## config.mk

```make
export PLATFORM = sky130hd
export DESIGN_NAME = nnrs_out_fifo
export DESIGN_NICKNAME = d
export VERILOG_FILES = /design/src/sv/nnrs_pkg.sv /design/src/sv/nnrs_out_fifo.sv
export SDC_FILE = /design/constraint.sdc
export NUM_CORES = 1
export LEC_CHECK = 0
export ABC_AREA = 1
export BUFFER_PORTS_ARGS = -buffer_cell sky130_fd_sc_hd__clkbuf_2
export CAP_MARGIN = 20
export CORE_ASPECT_RATIO = 0.9
export CORE_MARGIN = 2
export CORE_UTILIZATION = 30
export DETAILED_ROUTE_END_ITERATION = 16
export GPL_TIMING_DRIVEN = 0
export PLACE_DENSITY_LB_ADDON = 0.05
export SLEW_MARGIN = 30
export SYNTH_ARGS = -nofsm -noshare
export SYNTH_HDL_FRONTEND = slang
export SYNTH_SLANG_ARGS = --single-unit
```

## constraint.sdc

```tcl
create_clock -name clk -period 4 [get_ports clk]
set_clock_uncertainty 0.1 [all_clocks]
set_input_delay 0.2 -clock clk [delete_from_list [all_inputs] [get_ports clk]]
set_output_delay 0.2 -clock clk [all_outputs]
set_load 0.02 [all_outputs]
```

## src/sv/nnrs_pkg.sv

```systemverilog
// ----------------------------------------------------------------------------
// nnrs_pkg
// Shared types and constants of the nearest-neighbor RGB scaler.
// ----------------------------------------------------------------------------
package nnrs_pkg;

  localparam int unsigned PosW        = 9;
  localparam int unsigned LenW        = 10;
  localparam int unsigned ChanW       = 8;
  localparam int unsigned PixBytes    = 3;
  localparam int unsigned PixW        = PixBytes * ChanW;
  localparam int unsigned QuotW       = LenW;
  localparam int unsigned ProdW       = PosW + LenW;
  localparam int unsigned CmpW        = 14;
  localparam int unsigned MapLatency  = QuotW + 2;
  localparam int unsigned FifoDepth   = 32;
  localparam int unsigned CntW        = $clog2(FifoDepth + 1);

  localparam int unsigned MAX_WIDTH_DEF  = 512;
  localparam int unsigned MAX_HEIGHT_DEF = 512;
  localparam int unsigned CfgResetDim    = 512;

  localparam logic CMD_WRITE = 1'b0;
  localparam logic CMD_READ  = 1'b1;

  typedef enum logic [1:0] {
    CFG_SRC_WIDTH  = 2'd0,
    CFG_SRC_HEIGHT = 2'd1,
    CFG_DST_WIDTH  = 2'd2,
    CFG_DST_HEIGHT = 2'd3
  } cfg_index_t;

  typedef struct packed {
    logic             cmd;
    logic [PosW-1:0]  pos_x;
    logic [PosW-1:0]  pos_y;
    logic [ChanW-1:0] red_in;
    logic [ChanW-1:0] green_in;
    logic [ChanW-1:0] blue_in;
  } in_item_t;

  typedef struct packed {
    logic [ChanW-1:0] red_out;
    logic [ChanW-1:0] green_out;
    logic [ChanW-1:0] blue_out;
    logic             out_of_range;
  } out_item_t;

endpackage

```

## src/sv/nnrs_out_fifo.sv

```systemverilog
// ----------------------------------------------------------------------------
// nnrs_out_fifo
// Result queue; the top level reserves a slot before a read enters.
// ----------------------------------------------------------------------------
module nnrs_out_fifo import nnrs_pkg::*; (
  input  logic      clk,
  input  logic      rst,
  input  logic      push,
  input  out_item_t push_item,
  input  logic      pop,
  output logic      valid,
  output out_item_t item
);

  localparam int unsigned PtrW = $clog2(FifoDepth);

  out_item_t       slots [FifoDepth];
  logic [PtrW:0]   wr_ptr;
  logic [PtrW:0]   rd_ptr;

  always_ff @(posedge clk) begin
    if (push) begin
      slots[wr_ptr[PtrW-1:0]] <= push_item;
    end
  end

  always_ff @(posedge clk) begin
    if (rst) begin
      wr_ptr <= '0;
      rd_ptr <= '0;
    end else begin
      if (push) begin
        wr_ptr <= wr_ptr + 1'b1;
      end
      if (pop) begin
        rd_ptr <= rd_ptr + 1'b1;
      end
    end
  end

  assign valid = (wr_ptr != rd_ptr);
  assign item  = slots[rd_ptr[PtrW-1:0]];

endmodule

```

==> impl_metrics.env <==
export IMPL_status="completed"
export IMPL_syn2layout_area_growth_pct=19.4
export IMPL_powerDensity_nw_per_um2=499
export IMPL_fin_area_um2=40000
export IMPL_comb_power_share_pct=8.6
export IMPL_switching_share_pct=24.0
export IMPL_leakagePower_nw=14.5
export IMPL_crit_type="reg2out"
export IMPL_wl_um=118000
export IMPL_die_w_um=356
export IMPL_dpl_instance_area_um2=36800
export IMPL_synth_nets=2873
export IMPL_drt_iter0_markers=2095
export IMPL_die_h_um=321
export IMPL_mostFrequentLayoutCells="nand2_1 (1,119), edfxtp_1 (800), nand3_1 (605)"
export IMPL_final_nets=3062
export IMPL_ys_flop_type="edfxtp_1"
export IMPL_die_area_um2=114000
export IMPL_cts_made_buffers=97
export IMPL_io_buffers=52
export IMPL_insertion_delay_ns=0.65
export IMPL_finalSetupViolCount=0
export IMPL_period_needed_ns=3.40
export IMPL_ys_seq_elements=817
export IMPL_drc=0
export IMPL_num_vias=22300
export IMPL_cts_tree="done"
export IMPL_cp_end_kind="output pin"
export IMPL_max_slew_margin_rel_pct=33.0
export IMPL_ys_seq_area_share_pct=72.7
export IMPL_drive_gt1_share_pct=13.7
export IMPL_async_flop_share_pct=0
export IMPL_worstPathRequired_ns=3.70
export IMPL_cp_arrival_ns=3.10
export IMPL_drv_slew=0
export IMPL_rsz0062_at_grt="no"
export IMPL_seq_power_share_pct=47.3
export IMPL_ctsHtreeMaxLevel=3
export IMPL_synth_cell_area_um2=33500
export IMPL_track_usage_pct=20.6
export IMPL_hp_class="in2reg"
export IMPL_drv_cap=0
export IMPL_rows=116
export IMPL_drtPass1Iterations=5
export IMPL_viasPerCell=4.87
export IMPL_wl_per_cell_um=25.8
export IMPL_start_util_pct=30.2
export IMPL_cts_setup_buffers=0
export IMPL_cp_start_kind="flip-flop"
export IMPL_p_int_w=0.0152
export IMPL_antenna_found_initial=8
export IMPL_synth_cell_types=28
export IMPL_finalCritPeriodShare_pct=85.0
export IMPL_yosys_warnings=0
export IMPL_gp_congestion=0.883
export IMPL_netlist_instances=2839
export IMPL_ir_worst_vdd_v=0.000274
export IMPL_clockPowerShare_pct=44.1
export IMPL_path_clk_slew_ns=0.06
export IMPL_setup_tns_ns=0
export IMPL_grt_max_degree=33
export IMPL_dpl_hpwl_um=79000
export IMPL_pin_count=55
export IMPL_ant_nets=0
export IMPL_clkSinkCount=817
export IMPL_grt_pass1_vias=21600
export IMPL_grt_overflow_total=0
export IMPL_synth_area_per_cell_um2=11.8
export IMPL_coreArea_um2=111000
export IMPL_root_buffer="clkbuf_16"
export IMPL_regToRegSetupSlack_ns=1.28
export IMPL_grt_first_pass_wirelength_um=165000
export IMPL_p_switching_w=0.00479
export IMPL_tightestPinTransition_ns=1.00
export IMPL_post_route_util_pct=36.0
export IMPL_mostFrequentLayoutCell="nand2_1"
export IMPL_hold_viol=0
export IMPL_clock_path_buffers=3
export IMPL_worstPathMaxFanout=10
export IMPL_synth_edff_count=800
export IMPL_max_freq_mhz=294
[area by class of cell]
| class | count | area (um^2) |
|---|---|---|
| Tap cell | 1475 | 1850 |
| Clock buffer | 127 | 2670 |
| Fill cell | 10900 | 71000 |
| Buffer | 175 | 1290 |
| Sequential cell | 817 | 24400 |
| Inverter | 19 | 78.8 |
| Timing Repair Buffer | 90 | 1280 |
| Antenna cell | 2 | 5.00 |
| Multi-Input combinational cell | 1828 | 8020 |
| Clock inverter | 47 | 480 |
[registers in the layout (all words and copies together), names as in the netlist, named ones only]
| signal | count |
|---|---|
| slots | 800 |
| rd_ptr | 6 |
| wr_ptr | 6 |
[path summary, 6_finish.rpt]
path | from | cells after the start | endpoint
setup / recovery | flip-flop | 9 | item[21]
hold / removal | push_item[3] | 1 | slots[17][3]$_DFFE_PP_
setup reg to reg | wr_ptr[1]$_SDFFE_PP0P_ | 5 | slots[17][15]$_DFFE_PP_
hold reg to reg | wr_ptr[5]$_SDFFE_PP0P_ | 2 | wr_ptr[5]$_SDFFE_PP0P_
[per-stage QoR]
step | worst slack, ns | total power, W | cells | hold WS [ns]
after floorplan | 1.51 | 0.0105 | 2839 | 0.172
after global placement | -0.0191 | 0.0113 | 4366 | 0.378
after detailed placement | 1.25 | 0.0114 | 4400 | 0.376
after CTS | 0.514 | 0.0202 | 4578 | 0.0343
after global routing | 0.411 | 0.0207 | 4578 | 0.0538
final | 0.601 | 0.0200 | 4580 | 0.0691
[cells in the mapped netlist, types with 12 or more instances]
library cell | number | area share, %
nand2_1 | 1119 | 13
buf_2 | 65 | 0.97
buf_6 | 45 | 1.5
buf_4 | 21 | 0.47
clkbuf_1 | 29 | 0.32
inv_1 | 15 | 0.17
edfxtp_1 | 800 | 72
nand3_1 | 605 | 9.0
nor2_1 | 44 | 0.49
nand2_2 | 26 | 0.49
dfxtp_1 | 17 | 1.0
a21oi_1 | 12 | 0.18
[cells by family (layout without fill, tap and decap cells)]
family,count (synthesis),after routing,synth area share [%]
compound gates,22,22,0.340
xor+xnor,2,2,0.0523
fa+ha+maj,5,5,0.187
buf+inv,194,458,4.08
flops,817,817,72.7
other cells,0,2,0
simple gates,1799,1799,22.6
[per-layer routing]
layer | GRT usage (%) | wire, um | up-vias
li1 | - | - | 10300
met1 | 32.0 | 59400 | 11300
met2 | 30.1 | 50300 | 602
met3 | 2.90 | 5540 | 122
met4 | 5.27 | 2940 | 0
met5 | 0 | 0 | -
[power groups by stage]
stage	Clock (W)	Combinational, W	Sequential [W]
finish	0.00881	0.00172	0.00946
global route	0.00935	0.00187	0.00946
CTS	0.00901	0.00174	0.00946
detailed placement	0	0.00173	0.00964
global placement	0	0.00168	0.00965
floorplan	0	0.000876	0.00964
[worst max-delay path, stage by stage (launching register included)]
cell	delay, ns
dfxtp_1	0.33
inv_2	0.42
buf_1	0.52
nand3_1	0.32
nand2_1	0.14
nand2_1	0.06
nand2_1	0.23
nand2_1	0.11
nand2_1	0.11
clkbuf_2	0.19
[repair_timing]
item / in CTS / in global routing
resized for setup: 0 / 0
endpoints found under the hold margin: 17 / 0
hold buffers: 4 / 0
(Power assumes the default switching activity.)
