**config.mk**
```make
export PLATFORM = sky130hd
export DESIGN_NAME = nnrs_coord_map
export DESIGN_NICKNAME = d
export VERILOG_FILES = /design/src/sv/nnrs_pkg.sv /design/src/sv/nnrs_coord_map.sv
export SDC_FILE = /design/constraint.sdc
export NUM_CORES = 1
export LEC_CHECK = 0
export BUFFER_PORTS_ARGS = -buffer_cell sky130_fd_sc_hd__buf_2
export CORE_ASPECT_RATIO = 0.8
export CORE_MARGIN = 2
export CORE_UTILIZATION = 43
export DETAILED_ROUTE_END_ITERATION = 12
export GPL_TIMING_DRIVEN = 0
export SKIP_LAST_GASP = 1
export SYNTH_ARGS = -nofsm -noshare
export SYNTH_HDL_FRONTEND = slang
export SYNTH_SLANG_ARGS = --single-unit
```
**constraint.sdc**
```tcl
create_clock -name clk -period 4.45 [get_ports clk]
set_input_delay 0.2225 -clock clk [delete_from_list [all_inputs] [get_ports clk]]
set_output_delay 0.2225 -clock clk [all_outputs]
set_load 0.03 [all_outputs]
```
**src/sv/nnrs_pkg.sv**
```systemverilog
// ----------------------------------------------------------------------------
// nnrs_pkg
// Shared types and constants of the nearest-neighbor RGB scaler.
// ----------------------------------------------------------------------------
package nnrs_pkg;

  localparam int unsigned PosW        = 9;
  localparam int unsigned LenW        = 10;
  localparam int unsigned ChanW       = 8;
  localparam int unsigned PixBytes    = 3;
  localparam int unsigned PixW        = PixBytes * ChanW;
  localparam int unsigned QuotW       = LenW;
  localparam int unsigned ProdW       = PosW + LenW;
  localparam int unsigned CmpW        = 14;
  localparam int unsigned MapLatency  = QuotW + 2;
  localparam int unsigned FifoDepth   = 32;
  localparam int unsigned CntW        = $clog2(FifoDepth + 1);

  localparam int unsigned MAX_WIDTH_DEF  = 512;
  localparam int unsigned MAX_HEIGHT_DEF = 512;
  localparam int unsigned CfgResetDim    = 512;

  localparam logic CMD_WRITE = 1'b0;
  localparam logic CMD_READ  = 1'b1;

  typedef enum logic [1:0] {
    CFG_SRC_WIDTH  = 2'd0,
    CFG_SRC_HEIGHT = 2'd1,
    CFG_DST_WIDTH  = 2'd2,
    CFG_DST_HEIGHT = 2'd3
  } cfg_index_t;

  typedef struct packed {
    logic             cmd;
    logic [PosW-1:0]  pos_x;
    logic [PosW-1:0]  pos_y;
    logic [ChanW-1:0] red_in;
    logic [ChanW-1:0] green_in;
    logic [ChanW-1:0] blue_in;
  } in_item_t;

  typedef struct packed {
    logic [ChanW-1:0] red_out;
    logic [ChanW-1:0] green_out;
    logic [ChanW-1:0] blue_out;
    logic             out_of_range;
  } out_item_t;

endpackage

```
**src/sv/nnrs_coord_map.sv**
```systemverilog
// ----------------------------------------------------------------------------
// nnrs_coord_map
// Maps a destination coordinate to a source coordinate: pos*src/dst with a
// pipelined restoring divider, one quotient bit per stage, then saturation.
// ----------------------------------------------------------------------------
module nnrs_coord_map import nnrs_pkg::*; #(
  parameter int unsigned LIMIT = MAX_WIDTH_DEF,
  localparam int unsigned CW = (LIMIT > 1) ? $clog2(LIMIT) : 1
) (
  input  logic            clk,
  input  logic [PosW-1:0] pos,
  input  logic [LenW-1:0] src_len,
  input  logic [LenW-1:0] dst_len,
  output logic [CW-1:0]   coord
);

  logic [ProdW-1:0] prod;
  logic [LenW-1:0]  rem_q [QuotW];
  logic [QuotW-1:0] low_q [QuotW];
  logic [QuotW-1:0] quo_q [QuotW];
  logic [CmpW-1:0]  q_ext;
  logic [CmpW-1:0]  sat_ext;

  always_ff @(posedge clk) begin
    prod <= ProdW'(pos) * ProdW'(src_len);
  end

  for (genvar k = 0; k < QuotW; k++) begin : g_div
    logic [LenW-1:0]  rem_in;
    logic [QuotW-1:0] low_in;
    logic [QuotW-1:0] quo_in;
    logic [LenW:0]    trial;

    if (k == 0) begin : g_first
      assign rem_in = LenW'(prod[ProdW-1:QuotW]);
      assign low_in = prod[QuotW-1:0];
      assign quo_in = '0;
    end else begin : g_next
      assign rem_in = rem_q[k-1];
      assign low_in = low_q[k-1];
      assign quo_in = quo_q[k-1];
    end

    assign trial = {rem_in, low_in[QuotW-1]};

    always_ff @(posedge clk) begin
      low_q[k] <= low_in << 1;
      if (trial >= {1'b0, dst_len}) begin
        rem_q[k] <= LenW'(trial - {1'b0, dst_len});
        quo_q[k] <= {quo_in[QuotW-2:0], 1'b1};
      end else begin
        rem_q[k] <= trial[LenW-1:0];
        quo_q[k] <= {quo_in[QuotW-2:0], 1'b0};
      end
    end
  end

  assign q_ext   = CmpW'(quo_q[QuotW-1]);
  assign sat_ext = (q_ext >= CmpW'(LIMIT)) ? CmpW'(LIMIT - 1) : q_ext;

  always_ff @(posedge clk) begin
    coord <= sat_ext[CW-1:0];
  end

endmodule

```
==> reports/metrics.yaml <==
wl_per_cell_um: 14.7
nets: 1572
final_common_cell: "dfxtp_1"
reg2reg_to: "rem_q[0][7]$_DFF_P_"
ant_nets: 0
min_period_over_period_pct: 93.6
synth.top_cell.area_share_pct: 34.3
portBuffers: 23
drt_first_iter_violations: 541
drive_gt1_share_pct: 11.7
syn-num-nets: 1524
finalCriticalPeriod_ns: 4.16
viasPerCell: 5.20
ys_seq_area_share_pct: 34.3
dp_hpwl_um: 19400
critPathLaunchType: "input port"
chipWidth_um: 196
max_freq_ghz: 0.240
area.growth.synth_to_final_pct: 10.6
synth.area.top_cells: "dfxtp_1, ha_1, fa_1"
utilization_pct: 48.1
avgSynthCellArea_um2: 9.86
ys_ff_latch: 218
whs_path_depth: 2
coreArea_um2: 29200
arrival_ns: 4.61
htree_levels: 1
io_pins: 39
slew_violations: 0
num_vias: 9001
cp_max_fo: 10
grt_pass1_wl_um: 42200
synth_cells: 1289
clk_path_buf_depth: 3
endpoint_kind: "flip-flop"
worst_slew_pin_slew_ns: 0.928
path_class: "in2reg"
multi_input_area_um2: 7700
cp-startpoint: "pos[6]"
die-height_um: 158
finalSetupViolCount: 0
fillers: 2768
rrSetupSlack_ns: 1.96
drv_cap: 0
yosysWarnings: 0
mostFrequentLayoutCells: "dfxtp_1, ha_1, inv_1"
outcome: "finished, final reports clean"
cts.sinks: 218
peakVddDrop_mv: 0.343
dr.pass1.iters: 5
wirelength_um: 25400
endpoint: "prod[16]$_DFF_P_"
async_reset_ff_share_pct: 0
synthesis.area_um2: 12700
yosysTopAreaCell: "dfxtp_1"
fin_ws_ns: 0.287
slew_headroom_pct: 38.1
first_global_vias: 8476
dp_slack_ns: -0.369
hold_class: "in2reg"
reg2reg_from: "prod[9]$_DFF_P_"
numCtsBuffers: 23
rsz0062_at_grt: "false"
grt_antenna_before_repair: 0
hold_viol_final: 0
synth_ff_type: "dfxtp_1"
skew_ns: 0.0123
diodes: 0
synth.distinct_cells: 68
place_congestion: 0.827
die_area_um2: 31000
regArea_um2: 4360
clkTransAtPathRegs_ns: 0.06
start_util_pct: 43.5
core.rowCount: 56
power_per_cell_area_nw_per_um2: 807
grt_max_degree: 15
power.leakage_nw: 6.55
ff2ff_path_depth: 10
drc: 0
clkLatencyLatePin_ns: 0.52
grt_util_all_layers_pct: 16.6
synth_edf_count: 0
cts_tree: "yes"
grt_remaining_overflow: 0
cts_root_buf: "clkbuf_16"
critPathRequiredTime_ns: 4.89
[per-stage QoR]
| step | std cells | power, mW | cell area [um2] | TNS [ns] | hold slack (ns) |
|---|---|---|---|---|---|
| final | 1731 | 11.3 | 14100 | 0 | 0.0529 |
| after global routing | 1731 | 12.4 | 14100 | 0 | 0.0618 |
| after CTS | 1731 | 11.4 | 14000 | 0 | 0.0240 |
| after detailed placement | 1689 | 9.51 | 13300 | -1.05 | 0.312 |
| after global placement | 1689 | 9.41 | 13300 | -0.839 | 0.310 |
| after floorplan | 1289 | 8.27 | 12700 | 0 | 0.310 |
[registers in the layout, indices dropped and copies added (netlist names)]
name,flops
quo_q,55
prod,19
coord,9
low_q,45
rem_q,90
[cell type report]
cell class	count	area share [%]
multi-input cells	908	54.8
flip-flops and latches	218	31.1
clock buffers	31	4.52
inverters	133	3.55
well taps	377	3.36
plain buffers	30	1.16
repair buffers	23	0.819
clock inverters	11	0.739
[routing by layer]
layer / vias up / GRT usage, % / part of all wire, %
li1: 4527 / - / -
met4: 0 / 3.14 / 1.7
met3: 35 / 2.45 / 3.9
met5: - / 0 / 0
met2: 153 / 25.6 / 42
met1: 4286 / 24.7 / 52
[how the worst min path moves through the flow]
stage	end	start	slack [ns]
detailed placement	low_q[5][6]$_DFF_P_	low_q[4][5]$_DFF_P_	0.31
CTS	prod[0]$_DFF_P_	src_len[0]	0.02
global route	prod[0]$_DFF_P_	src_len[0]	0.06
finish	prod[0]$_DFF_P_	src_len[0]	0.05
global placement	quo_q[9][5]$_DFF_P_	quo_q[8][4]$_DFF_P_	0.31
floorplan	low_q[0][0]$_DFF_P_	prod[0]$_DFF_P_	0.31
[cells in the mapped netlist, types with 8 or more instances]
cell / count
nor2b_1: 28
dfxtp_1: 218
o21a_1: 26
nand3_1: 11
mux2i_1: 17
ha_1: 139
nor2_1: 55
and2_1: 41
mux2_2: 39
nand2b_1: 18
fa_1: 66
nand2_1: 103
o31ai_1: 8
clkbuf_1: 19
nor3_1: 10
a21oi_1: 44
o21ai_0: 62
or2_2: 13
nand4_1: 15
xor2_1: 18
a211oi_1: 13
xnor2_1: 41
inv_1: 133
a21o_1: 24
[timing repair]
action / CTS / global route
resized for setup: 0 / 24
endpoints found under the setup margin: 0 / 2
hold buffers: 0 / 0
setup buffers: 0 / 0
[where the power goes]
| group | internal (mW) | leakage, nW | switching, mW |
|---|---|---|---|
| logic | 2.95 | 4.35 | 3.23 |
| registers | 2.95 | 1.83 | 0.373 |
| clock network | 1.07 | 0.363 | 0.774 |
| total | 6.97 | 6.55 | 4.37 |
[cell families (layout without fill, tap and decap cells)]
logic type	Yosys count	count (layout)	synth area share (%)
xor gates and xnor gates	59	59	4.07
DFF	218	218	34.3
muxes	63	63	5.62
buffers and inverters	163	228	5.09
adders and majority gates	205	205	24.1
AOI/OAI and AO/OA	256	256	13.9
and+or+nand+nor	325	325	13.0
[worst max-delay path, cell delays in order]
cell and delay (ns):
clkbuf_1 0.39, and2_1 0.22, fa_1 0.45, fa_1 0.53, fa_1 0.54, inv_1 0.05
fa_1 0.52, inv_1 0.04, ha_1 0.24, nor4_1 0.28, o21ai_0 0.27, a311oi_1 0.41
o21bai_1 0.13, a21oi_1 0.19, xnor2_1 0.13
Power figures use the tool's default switching activity.
